**src/rtl/hbd4_pkg.sv**
```systemverilog
// Shared constants, coefficient table and multiply-unit control types for the decimator.
`default_nettype none

package hbd4_pkg;

  localparam int DEF_SAMPLE_BITS = 24;
  localparam int DEF_STATE_BITS  = 28;
  localparam int COEF_BITS       = 24;
  localparam int COEF_SHIFT      = 22;
  localparam int NEW_SAMPLES     = 4;

  typedef enum logic [3:0] {
    CS_K0, CS_K1, CS_K2, CS_K3, CS_K4, CS_K5,
    CS_A0, CS_A1, CS_A2, CS_A3,
    CS_B0, CS_B1, CS_B2, CS_B3
  } coef_sel_e;

  typedef struct packed {
    logic      issue;
    logic      clr;
    coef_sel_e sel;
  } mac_op_t;

  function automatic logic signed [COEF_BITS-1:0] coef_of(input coef_sel_e sel);
    logic signed [COEF_BITS-1:0] c;
    unique case (sel)
      CS_K0:   c = 24'sd2097345;
      CS_K1:   c = 24'sd1279537;
      CS_K2:   c = -24'sd300569;
      CS_K3:   c = 24'sd84500;
      CS_K4:   c = -24'sd15595;
      CS_K5:   c = 24'sd607;
      CS_A0:   c = 24'sd1699747;
      CS_A1:   c = 24'sd6536002;
      CS_A2:   c = 24'sd2974538;
      CS_A3:   c = 24'sd7356974;
      CS_B0:   c = 24'sd74906;
      CS_B1:   c = 24'sd2499874;
      CS_B2:   c = 24'sd403482;
      CS_B3:   c = 24'sd3195493;
      default: c = '0;
    endcase
    return c;
  endfunction

endpackage

`default_nettype wire

```
**src/rtl/hbd4_mac.sv**
```systemverilog
// Shared pipelined multiply, floor-shift and accumulate unit.
`default_nettype none

module hbd4_mac #(
  parameter int SAMPLE_BITS = hbd4_pkg::DEF_SAMPLE_BITS,
  parameter int STATE_BITS  = hbd4_pkg::DEF_STATE_BITS
) (
  input  wire logic                  clk_i,
  input  wire logic                  rst_ni,
  input  wire hbd4_pkg::mac_op_t     op_i,
  input  wire logic signed [((SAMPLE_BITS + 1 > STATE_BITS) ? SAMPLE_BITS + 1 : STATE_BITS)-1:0]
                                     opnd_i,
  output logic signed [((SAMPLE_BITS + 1 > STATE_BITS) ? SAMPLE_BITS + 1 : STATE_BITS) + 2:0]
                                     acc_o
);

  localparam int MUL_BITS  = (SAMPLE_BITS + 1 > STATE_BITS) ? SAMPLE_BITS + 1 : STATE_BITS;
  localparam int ACC_BITS  = MUL_BITS + 3;
  localparam int PROD_BITS = hbd4_pkg::COEF_BITS + MUL_BITS;

  logic                                   v0_q, v1_q;
  logic                                   c0_q, c1_q;
  logic signed [hbd4_pkg::COEF_BITS-1:0]  coef_q;
  logic signed [MUL_BITS-1:0]             opnd_q;
  logic signed [PROD_BITS-1:0]            prod_q;
  logic signed [ACC_BITS-1:0]             acc_q;
  logic signed [PROD_BITS-1:0]            shifted;

  always_ff @(posedge clk_i or negedge rst_ni) begin
    if (!rst_ni) begin
      v0_q <= 1'b0;
      v1_q <= 1'b0;
    end else begin
      v0_q <= op_i.issue;
      v1_q <= v0_q;
    end
  end

  assign shifted = prod_q >>> hbd4_pkg::COEF_SHIFT;

  always_ff @(posedge clk_i) begin
    if (op_i.issue) begin
      coef_q <= hbd4_pkg::coef_of(op_i.sel);
      opnd_q <= opnd_i;
      c0_q   <= op_i.clr;
    end
    if (v0_q) begin
      prod_q <= PROD_BITS'(coef_q) * PROD_BITS'(opnd_q);
      c1_q   <= c0_q;
    end
    if (v1_q) begin
      acc_q <= (c1_q ? ACC_BITS'(0) : acc_q) + ACC_BITS'(shifted);
    end
  end

  assign acc_o = acc_q;

endmodule

`default_nettype wire

```
**src/rtl/hbd4_core.sv**
```systemverilog
// Step sequencer, sample history and filter state around the shared multiply unit.
`default_nettype none

module hbd4_core #(
  parameter int SAMPLE_BITS = hbd4_pkg::DEF_SAMPLE_BITS,
  parameter int STATE_BITS  = hbd4_pkg::DEF_STATE_BITS
) (
  input  wire logic                          clk_i,
  input  wire logic                          rst_ni,
  input  wire logic                          start_i,
  input  wire logic signed [SAMPLE_BITS-1:0] samples_i [hbd4_pkg::NEW_SAMPLES],
  input  wire logic                          out_free_i,
  output logic                               busy_o,
  output logic                               done_o,
  output logic signed [SAMPLE_BITS-1:0]      y_o
);

  localparam int MUL_BITS = (SAMPLE_BITS + 1 > STATE_BITS) ? SAMPLE_BITS + 1 : STATE_BITS;
  localparam int ACC_BITS = MUL_BITS + 3;
  localparam int HIST_LEN = 17;
  localparam int WIN_LEN  = HIST_LEN + hbd4_pkg::NEW_SAMPLES;
  localparam int AP_REGS  = 8;

  typedef enum logic [4:0] {
    S_AP2_A, S_AP2_B,
    S_FA_0, S_FA_1, S_FA_2, S_FA_3, S_FA_4, S_FA_5,
    S_FB_0, S_FB_1, S_FB_2, S_FB_3, S_FB_4, S_FB_5,
    S_AP0_A, S_AP0_B, S_AP3_A, S_AP3_B, S_AP0_WB,
    S_AP1_A, S_AP1_B, S_WAIT_0, S_WAIT_1, S_FINISH,
    S_IDLE
  } step_e;

  step_e                          step_q;
  logic signed [SAMPLE_BITS-1:0]  hist_q [HIST_LEN];
  logic signed [SAMPLE_BITS-1:0]  nw_q   [hbd4_pkg::NEW_SAMPLES];
  logic signed [SAMPLE_BITS-1:0]  win    [WIN_LEN];
  logic signed [STATE_BITS-1:0]   st_q   [AP_REGS];
  logic signed [STATE_BITS-1:0]   delay_q, pa_q, y0_q, y2_q, y3_q;
  logic signed [STATE_BITS-1:0]   t_w, y1_w;
  logic signed [ACC_BITS-1:0]     acc;
  logic signed [MUL_BITS-1:0]     opnd;
  hbd4_pkg::mac_op_t              op;

  function automatic logic signed [STATE_BITS-1:0] sat_st(input logic signed [ACC_BITS-1:0] v);
    logic [ACC_BITS-STATE_BITS:0] top;
    top = v[ACC_BITS-1:STATE_BITS-1];
    if (&top || ~|top) begin
      return v[STATE_BITS-1:0];
    end
    return v[ACC_BITS-1] ? {1'b1, {(STATE_BITS-1){1'b0}}} : {1'b0, {(STATE_BITS-1){1'b1}}};
  endfunction

  function automatic logic signed [SAMPLE_BITS-1:0] sat_smp(input logic signed [ACC_BITS-1:0] v);
    logic [ACC_BITS-SAMPLE_BITS:0] top;
    top = v[ACC_BITS-1:SAMPLE_BITS-1];
    if (&top || ~|top) begin
      return v[SAMPLE_BITS-1:0];
    end
    return v[ACC_BITS-1] ? {1'b1, {(SAMPLE_BITS-1){1'b0}}} : {1'b0, {(SAMPLE_BITS-1){1'b1}}};
  endfunction

  function automatic logic signed [STATE_BITS-1:0] add_st(
    input logic signed [STATE_BITS-1:0] a,
    input logic signed [STATE_BITS-1:0] b
  );
    return sat_st(ACC_BITS'(a) + ACC_BITS'(b));
  endfunction

  function automatic logic signed [STATE_BITS-1:0] sub_st(
    input logic signed [STATE_BITS-1:0] a,
    input logic signed [STATE_BITS-1:0] b
  );
    return sat_st(ACC_BITS'(a) - ACC_BITS'(b));
  endfunction

  function automatic logic signed [MUL_BITS-1:0] pair(
    input logic signed [SAMPLE_BITS-1:0] a,
    input logic signed [SAMPLE_BITS-1:0] b
  );
    return MUL_BITS'(a) + MUL_BITS'(b);
  endfunction

  always_comb begin
    for (int i = 0; i < HIST_LEN; i++) begin
      win[i] = hist_q[i];
    end
    for (int i = 0; i < hbd4_pkg::NEW_SAMPLES; i++) begin
      win[HIST_LEN + i] = nw_q[i];
    end
  end

  assign t_w  = sat_st(acc);
  assign y1_w = add_st(st_q[3], t_w);

  always_comb begin
    op.issue = 1'b1;
    op.clr   = 1'b0;
    op.sel   = hbd4_pkg::CS_K0;
    opnd     = '0;
    unique case (step_q)
      S_AP2_A:  begin op.clr = 1'b1; op.sel = hbd4_pkg::CS_A2; opnd = MUL_BITS'(st_q[4]); end
      S_AP2_B:  begin op.sel = hbd4_pkg::CS_B2; opnd = MUL_BITS'(add_st(delay_q, st_q[5])); end
      S_FA_0:   begin op.clr = 1'b1; opnd = MUL_BITS'(win[9]); end
      S_FA_1:   begin op.sel = hbd4_pkg::CS_K1; opnd = pair(win[8], win[10]); end
      S_FA_2:   begin op.sel = hbd4_pkg::CS_K2; opnd = pair(win[6], win[12]); end
      S_FA_3:   begin op.sel = hbd4_pkg::CS_K3; opnd = pair(win[4], win[14]); end
      S_FA_4:   begin op.sel = hbd4_pkg::CS_K4; opnd = pair(win[2], win[16]); end
      S_FA_5:   begin op.sel = hbd4_pkg::CS_K5; opnd = pair(win[0], win[18]); end
      S_FB_0:   begin op.clr = 1'b1; opnd = MUL_BITS'(win[11]); end
      S_FB_1:   begin op.sel = hbd4_pkg::CS_K1; opnd = pair(win[10], win[12]); end
      S_FB_2:   begin op.sel = hbd4_pkg::CS_K2; opnd = pair(win[8], win[14]); end
      S_FB_3:   begin op.sel = hbd4_pkg::CS_K3; opnd = pair(win[6], win[16]); end
      S_FB_4:   begin op.sel = hbd4_pkg::CS_K4; opnd = pair(win[4], win[18]); end
      S_FB_5:   begin op.sel = hbd4_pkg::CS_K5; opnd = pair(win[2], win[20]); end
      S_AP0_A:  begin op.clr = 1'b1; op.sel = hbd4_pkg::CS_A0; opnd = MUL_BITS'(st_q[0]); end
      S_AP0_B:  begin op.sel = hbd4_pkg::CS_B0; opnd = MUL_BITS'(add_st(pa_q, st_q[1])); end
      S_AP3_A:  begin op.clr = 1'b1; op.sel = hbd4_pkg::CS_A3; opnd = MUL_BITS'(st_q[6]); end
      S_AP3_B:  begin op.sel = hbd4_pkg::CS_B3; opnd = MUL_BITS'(add_st(y2_q, st_q[7])); end
      S_AP1_A:  begin op.clr = 1'b1; op.sel = hbd4_pkg::CS_A1; opnd = MUL_BITS'(st_q[2]); end
      S_AP1_B:  begin op.sel = hbd4_pkg::CS_B1; opnd = MUL_BITS'(add_st(y0_q, st_q[3])); end
      default:  op.issue = 1'b0;
    endcase
  end

  hbd4_mac #(
    .SAMPLE_BITS (SAMPLE_BITS),
    .STATE_BITS  (STATE_BITS)
  ) u_mac (
    .clk_i  (clk_i),
    .rst_ni (rst_ni),
    .op_i   (op),
    .opnd_i (opnd),
    .acc_o  (acc)
  );

  always_ff @(posedge clk_i or negedge rst_ni) begin
    if (!rst_ni) begin
      step_q  <= S_IDLE;
      delay_q <= '0;
      pa_q    <= '0;
      y0_q    <= '0;
      y2_q    <= '0;
      y3_q    <= '0;
      for (int i = 0; i < HIST_LEN; i++) begin
        hist_q[i] <= '0;
      end
      for (int i = 0; i < hbd4_pkg::NEW_SAMPLES; i++) begin
        nw_q[i] <= '0;
      end
      for (int i = 0; i < AP_REGS; i++) begin
        st_q[i] <= '0;
      end
    end else begin
      unique case (step_q)
        S_IDLE: begin
          if (start_i) begin
            step_q <= S_AP2_A;
            for (int i = 0; i < hbd4_pkg::NEW_SAMPLES; i++) begin
              nw_q[i] <= samples_i[i];
            end
          end
        end
        S_FINISH: begin
          if (out_free_i) begin
            step_q  <= S_IDLE;
            st_q[3] <= st_q[2];
            st_q[2] <= sub_st(y0_q, t_w);
            for (int i = 0; i < HIST_LEN; i++) begin
              hist_q[i] <= win[i + hbd4_pkg::NEW_SAMPLES];
            end
          end
        end
        default: begin
          step_q <= step_e'(step_q + 5'd1);
          if (step_q == S_FA_2) begin
            y2_q    <= add_st(st_q[5], t_w);
            st_q[5] <= st_q[4];
            st_q[4] <= sub_st(delay_q, t_w);
          end
          if (step_q == S_FB_2) begin
            pa_q <= t_w;
          end
          if (step_q == S_AP3_A) begin
            delay_q <= t_w;
          end
          if (step_q == S_AP0_WB) begin
            y0_q    <= add_st(st_q[1], t_w);
            st_q[1] <= st_q[0];
            st_q[0] <= sub_st(pa_q, t_w);
          end
          if (step_q == S_AP1_B) begin
            y3_q    <= add_st(st_q[7], t_w);
            st_q[7] <= st_q[6];
            st_q[6] <= sub_st(y2_q, t_w);
          end
        end
      endcase
    end
  end

  assign busy_o = (step_q != S_IDLE);
  assign done_o = (step_q == S_FINISH) && out_free_i;
  assign y_o    = sat_smp(ACC_BITS'(y1_w) + ACC_BITS'(y3_q));

endmodule

`default_nettype wire

```
**src/rtl/halfband_decimator_by_four.sv**
```systemverilog
// Top level: stream handshake, input unpacking and output register of the decimator.
// Flow: an input transaction starts 24 sequencer steps that feed the single shared
// multiplier (20 multiplies); the result then goes to the output register, and no new
// input is accepted until that hand-over is done.
// A waiting result stalls only the last step; the next input is not taken meanwhile.
// Reset: rst_ni clears the history, allpass states, phase delay and all handshakes.
`default_nettype none

module halfband_decimator_by_four #(
  parameter int SAMPLE_BITS = hbd4_pkg::DEF_SAMPLE_BITS,
  parameter int STATE_BITS  = hbd4_pkg::DEF_STATE_BITS
) (
  input  wire logic                                           clk_i,
  input  wire logic                                           rst_ni,
  input  wire logic                                           s_axis_tvalid,
  output logic                                                s_axis_tready,
  // sample_0, sample_1, sample_2, sample_3 (SAMPLE_BITS each), zero pad
  input  wire logic [((hbd4_pkg::NEW_SAMPLES * SAMPLE_BITS + 7) / 8) * 8 - 1:0] s_axis_tdata,
  output logic                                                m_axis_tvalid,
  input  wire logic                                           m_axis_tready,
  // out_sample (SAMPLE_BITS), zero pad
  output logic [((SAMPLE_BITS + 7) / 8) * 8 - 1:0]            m_axis_tdata
);

  localparam int OUT_DATA_BITS = ((SAMPLE_BITS + 7) / 8) * 8;

  logic signed [SAMPLE_BITS-1:0] samples [hbd4_pkg::NEW_SAMPLES];
  logic signed [SAMPLE_BITS-1:0] y;
  logic [SAMPLE_BITS-1:0]        out_q;
  logic                          ovalid_q;
  logic                          busy, done, start, out_free;

  always_comb begin
    for (int i = 0; i < hbd4_pkg::NEW_SAMPLES; i++) begin
      samples[i] = $signed(s_axis_tdata[i*SAMPLE_BITS +: SAMPLE_BITS]);
    end
  end

  assign s_axis_tready = !busy;
  assign start         = s_axis_tvalid && s_axis_tready;
  assign out_free      = !ovalid_q || m_axis_tready;

  hbd4_core #(
    .SAMPLE_BITS (SAMPLE_BITS),
    .STATE_BITS  (STATE_BITS)
  ) u_core (
    .clk_i      (clk_i),
    .rst_ni     (rst_ni),
    .start_i    (start),
    .samples_i  (samples),
    .out_free_i (out_free),
    .busy_o     (busy),
    .done_o     (done),
    .y_o        (y)
  );

  always_ff @(posedge clk_i or negedge rst_ni) begin
    if (!rst_ni) begin
      ovalid_q <= 1'b0;
    end else if (done) begin
      ovalid_q <= 1'b1;
    end else if (m_axis_tready) begin
      ovalid_q <= 1'b0;
    end
  end

  always_ff @(posedge clk_i) begin
    if (done) begin
      out_q <= y;
    end
  end

  assign m_axis_tvalid = ovalid_q;
  assign m_axis_tdata  = OUT_DATA_BITS'(out_q);

endmodule

`default_nettype wire

```
**config.mk**
```make
export PLATFORM = sky130hd
export DESIGN_NAME = halfband_decimator_by_four
export DESIGN_NICKNAME = d
export VERILOG_FILES = /design/src/rtl/hbd4_pkg.sv /design/src/rtl/hbd4_mac.sv /design/src/rtl/hbd4_core.sv /design/src/rtl/halfband_decimator_by_four.sv
export SDC_FILE = /design/constraint.sdc
export NUM_CORES = 2
export LEC_CHECK = 0
export BUFFER_PORTS_ARGS = -buffer_cell sky130_fd_sc_hd__buf_4
export CORE_MARGIN = 3
export CORE_UTILIZATION = 55
export CTS_CLUSTER_SIZE = 10
export DETAILED_ROUTE_END_ITERATION = 8
export PLACE_DENSITY = 0.85
export SLEW_MARGIN = 20
export SYNTH_ARGS = -nofsm -noshare
export SYNTH_HDL_FRONTEND = slang
export SYNTH_SLANG_ARGS = --single-unit
```
**constraint.sdc**
```tcl
create_clock -name clk_i -period 8.1 [get_ports clk_i]
set_input_delay 0.405 -clock clk_i [delete_from_list [all_inputs] [get_ports clk_i]]
set_output_delay 0.405 -clock clk_i [all_outputs]
set_load 0.01 [all_outputs]
```
==> reports/metrics.yaml <==
floorplan:
  fp.dieW_um: 417
  rows: 150
  core_um2: 167000
  start_util: 0.555
  die_area_um2: 174000
  die_y_um: 417
  pin_count: 126
yosys:
  synth_fa_ha_area_frac: 0.264
  syn_nets: 12341
  synthCells: 10736
  ys.flop_type: "dfrtp_1"
  synth-compound-area-share: 0.174
  synth-edff-count: 139
  synth-simple-area-share: 0.189
  yosysTopAreaCellShare: 0.210
  ys_top_cells_by_area: "dfrtp_1 (21%), fa_1 (15%), ha_1 (11%)"
  synth_top_family_by_area: "adder cells"
  ys_seq_area_frac: 0.255
  synth_cell_types: 133
  synth_xor_area_frac: 0.0479
  syn-cell-area_um2: 92800
  synth-seq-cells: 919
  ys.warnings.count: 0
  synthMuxAreaShare: 0.0152
  syn_avg_cell_area_um2: 8.65
  async_flop_share: 0.849
  synth_top_cell_by_area: "dfrtp_1"
drt:
  vias_per_cell: 6.41
  wl_mm: 364
  dr.pass1.iters: 7
  drt-initial-drc-count: 10181
  drc: 0
  routedWlPerCell_um: 27.5
  vias: 84794
  ant_nets: 0
setup_path:
  path_class: "register to register"
  crit_path_start_kind: "register"
  cp_max_fo: 26
  crit_path_top_delay_cell: "o41a_4"
  max_stage_delay_ns: 0.62
  crit_path_end_kind: "register"
  required_ns: 8.67
  cp_data_arrival_time_ns: 8.45
layout:
  final_common_cell: "nand2_1"
  drive_above_1_share: 0.0740
  final_nets: 12519
  final_cell_mix: "nand2_1 (2,116), inv_1 (865), ha_1 (787)"
  utilization: 0.609
  syn2layout_area_growth_pct: 9.73
  stdcell_count: 13221
outcome:
  status: "complete, no violations"
sta:
  max_freq_mhz: 127
  worst_pin_slew_ns: 1.25
  period_minus_slack_ns: 7.88
  hold_viol: 0
  slew_headroom: 0.163
  fin_crit_sh: 0.973
  final.setup.tns_ns: 0
  setup_viol: 0
  fin_ws_ns: 0.216
  finClkSkew_ns: 0.0513
  drv_slew: 0
  rsz0062_at_grt: "true"
clock_network:
  numCtsBuffers: 113
  ctsHtreeMaxLevel: 3
  cts_sinks: 919
  cts_tree: "built"
  clock-root-buffer: "clkbuf_16"
  clk_pin_slew_ns: 0.06
  clockBufferDepth: 3
  clk_latency_ns: 0.81
placed_design:
  dp_hpwl_mm: 287
  gp_congestion: 1.09
  place_ws_ns: -0.0943
  port_buffers: 125
  dp.cells: 12867
grt:
  grt_pass1_vias: 82494
  antenna_found_initial: 43
  grtUsageTotal: 0.413
  grt_pass1_wl_mm: 533
  grt-ovfl-total: 0
  grt_max_degree: 181
min_path:
  hp-class: "primary input to register"
run:
  drv_cap: 0
cell families (layout without fill, tap and decap cells):
kind of cell             Yosys count  after routing
AO/OA/AOI/OAI                   2460           2460
XOR/XNOR                         507            507
adder cells (fa/ha/maj)         1534           1534
buffers and inverters           1287           1549
flip-flops                       919            919
multiplexers                     127            127
other                              0             19
AND/OR/NAND/NOR                 3902           3902
per-stage QoR:
step | area [um^2] | hold WS, ns
final | 102000 | 0.0789
after global routing | 102000 | 0.0893
after CTS | 101000 | 0.0346
after detailed placement | 96800 | 0.453
after global placement | 96700 | 0.441
after floorplan | 92800 | 0.109
synth_stat cells, types with 89 or more instances:
library cell  instances
nor3_1              124
nor2b_1             106
o21a_1               99
nand3_1             174
fa_1                718
dfrtp_1             778
nand2b_1            104
xnor2_1             301
xor2_1              205
nand2_1            2119
o21ai_0             577
nor2_1              574
and2_1              364
o21bai_1             89
inv_1               867
ha_1                787
a21o_1              244
a21oi_1             619
mux2_2              101
edfxtp_1            139
clkbuf_1            333
final cells by class:
cell class | count | area (um^2)
fillers | 14282 | 65500
multi-input cells | 8530 | 64400
flip-flops and latches | 919 | 23700
repair buffers | 481 | 4100
inverters | 869 | 3280
clock buffers | 177 | 3270
well taps | 2204 | 2760
clock inverters | 22 | 334
diodes | 19 | 47.5
what timing repair did:
| action | 4_1_cts | 5_1_grt |
|---|---|---|
| endpoints found under the hold margin | 177 | 0 |
| pin swaps | 0 | 5 |
| hold buffers | 97 | 0 |
| setup buffers | 0 | 38 |
| resized for setup | 4 | 24 |
| setup endpoints to repair | 23 | 34 |
worst paths after layout:
check                           slack [ns]                             start                       endpoint  depth (start not counted)
min in group asynchronous             0.19                            rst_ni     u_core.nw_q[5]$_DFFE_PN0P_                          2
worst min register to register        0.47       u_core.nw_q[47]$_DFFE_PN0P_  u_core.hist_q[47]$_DFFE_PN0P_                          2
worst max-delay path                  0.22  u_core.u_mac.acc_o[30]$_DFFE_PP_      m_axis_tdata[4]$_DFFE_PP_                         31
worst min-delay path                  0.08                     s_axis_tvalid   u_core.step_q[0]$_DFFE_PN0P_                          4
worst max register to register        0.22  u_core.u_mac.acc_o[30]$_DFFE_PP_      m_axis_tdata[4]$_DFFE_PP_                         31
max in group asynchronous             6.34                            rst_ni   u_core.st_q[139]$_DFFE_PN0P_                          3
flip-flops by register name, indices dropped and copies added, names as in the netlist:
name / count
u_core.u_mac.prod_q: 30
u_core.delay_q: 28
u_core.y0_q: 28
u_core.u_mac.opnd_q: 28
u_core.u_mac.c0_q: 1
u_core.step_q: 5
u_core.u_mac.c1_q: 1
u_core.y2_q: 28
u_core.u_mac.v0_q: 1
u_core.hist_q: 312
u_core.pa_q: 28
m_axis_tvalid: 1
u_core.st_q: 224
m_axis_tdata: 24
u_core.u_mac.acc_o: 31
u_core.nw_q: 96
u_core.u_mac.v1_q: 1
u_core.y3_q: 28
u_core.u_mac.coef_q: 24
worst max-delay path: cells and delay by family, from the launching register on:
family	cells	cell delay (ns)
xor gates and xnor gates	1	0.18
DFF	1	0.40
adders and majority gates	2	0.66
and+or+nand+nor	5	1.09
buffers and inverters	4	0.89
AOI/OAI and AO/OA	19	4.44
routing by layer:
metal	GRT usage	vias up	wire length, um	part of all wire
li1	-	37057	-	-
met1	0.538	41711	140000	0.38
met2	0.611	4814	154000	0.42
met3	0.114	1194	42100	0.12
met4	0.253	18	27900	0.077
met5	0	-	119	0.00033
Power is left out: the tool's default activity adds up to more than one toggle a clock period on the data nets, which glitch-free logic cannot reach.
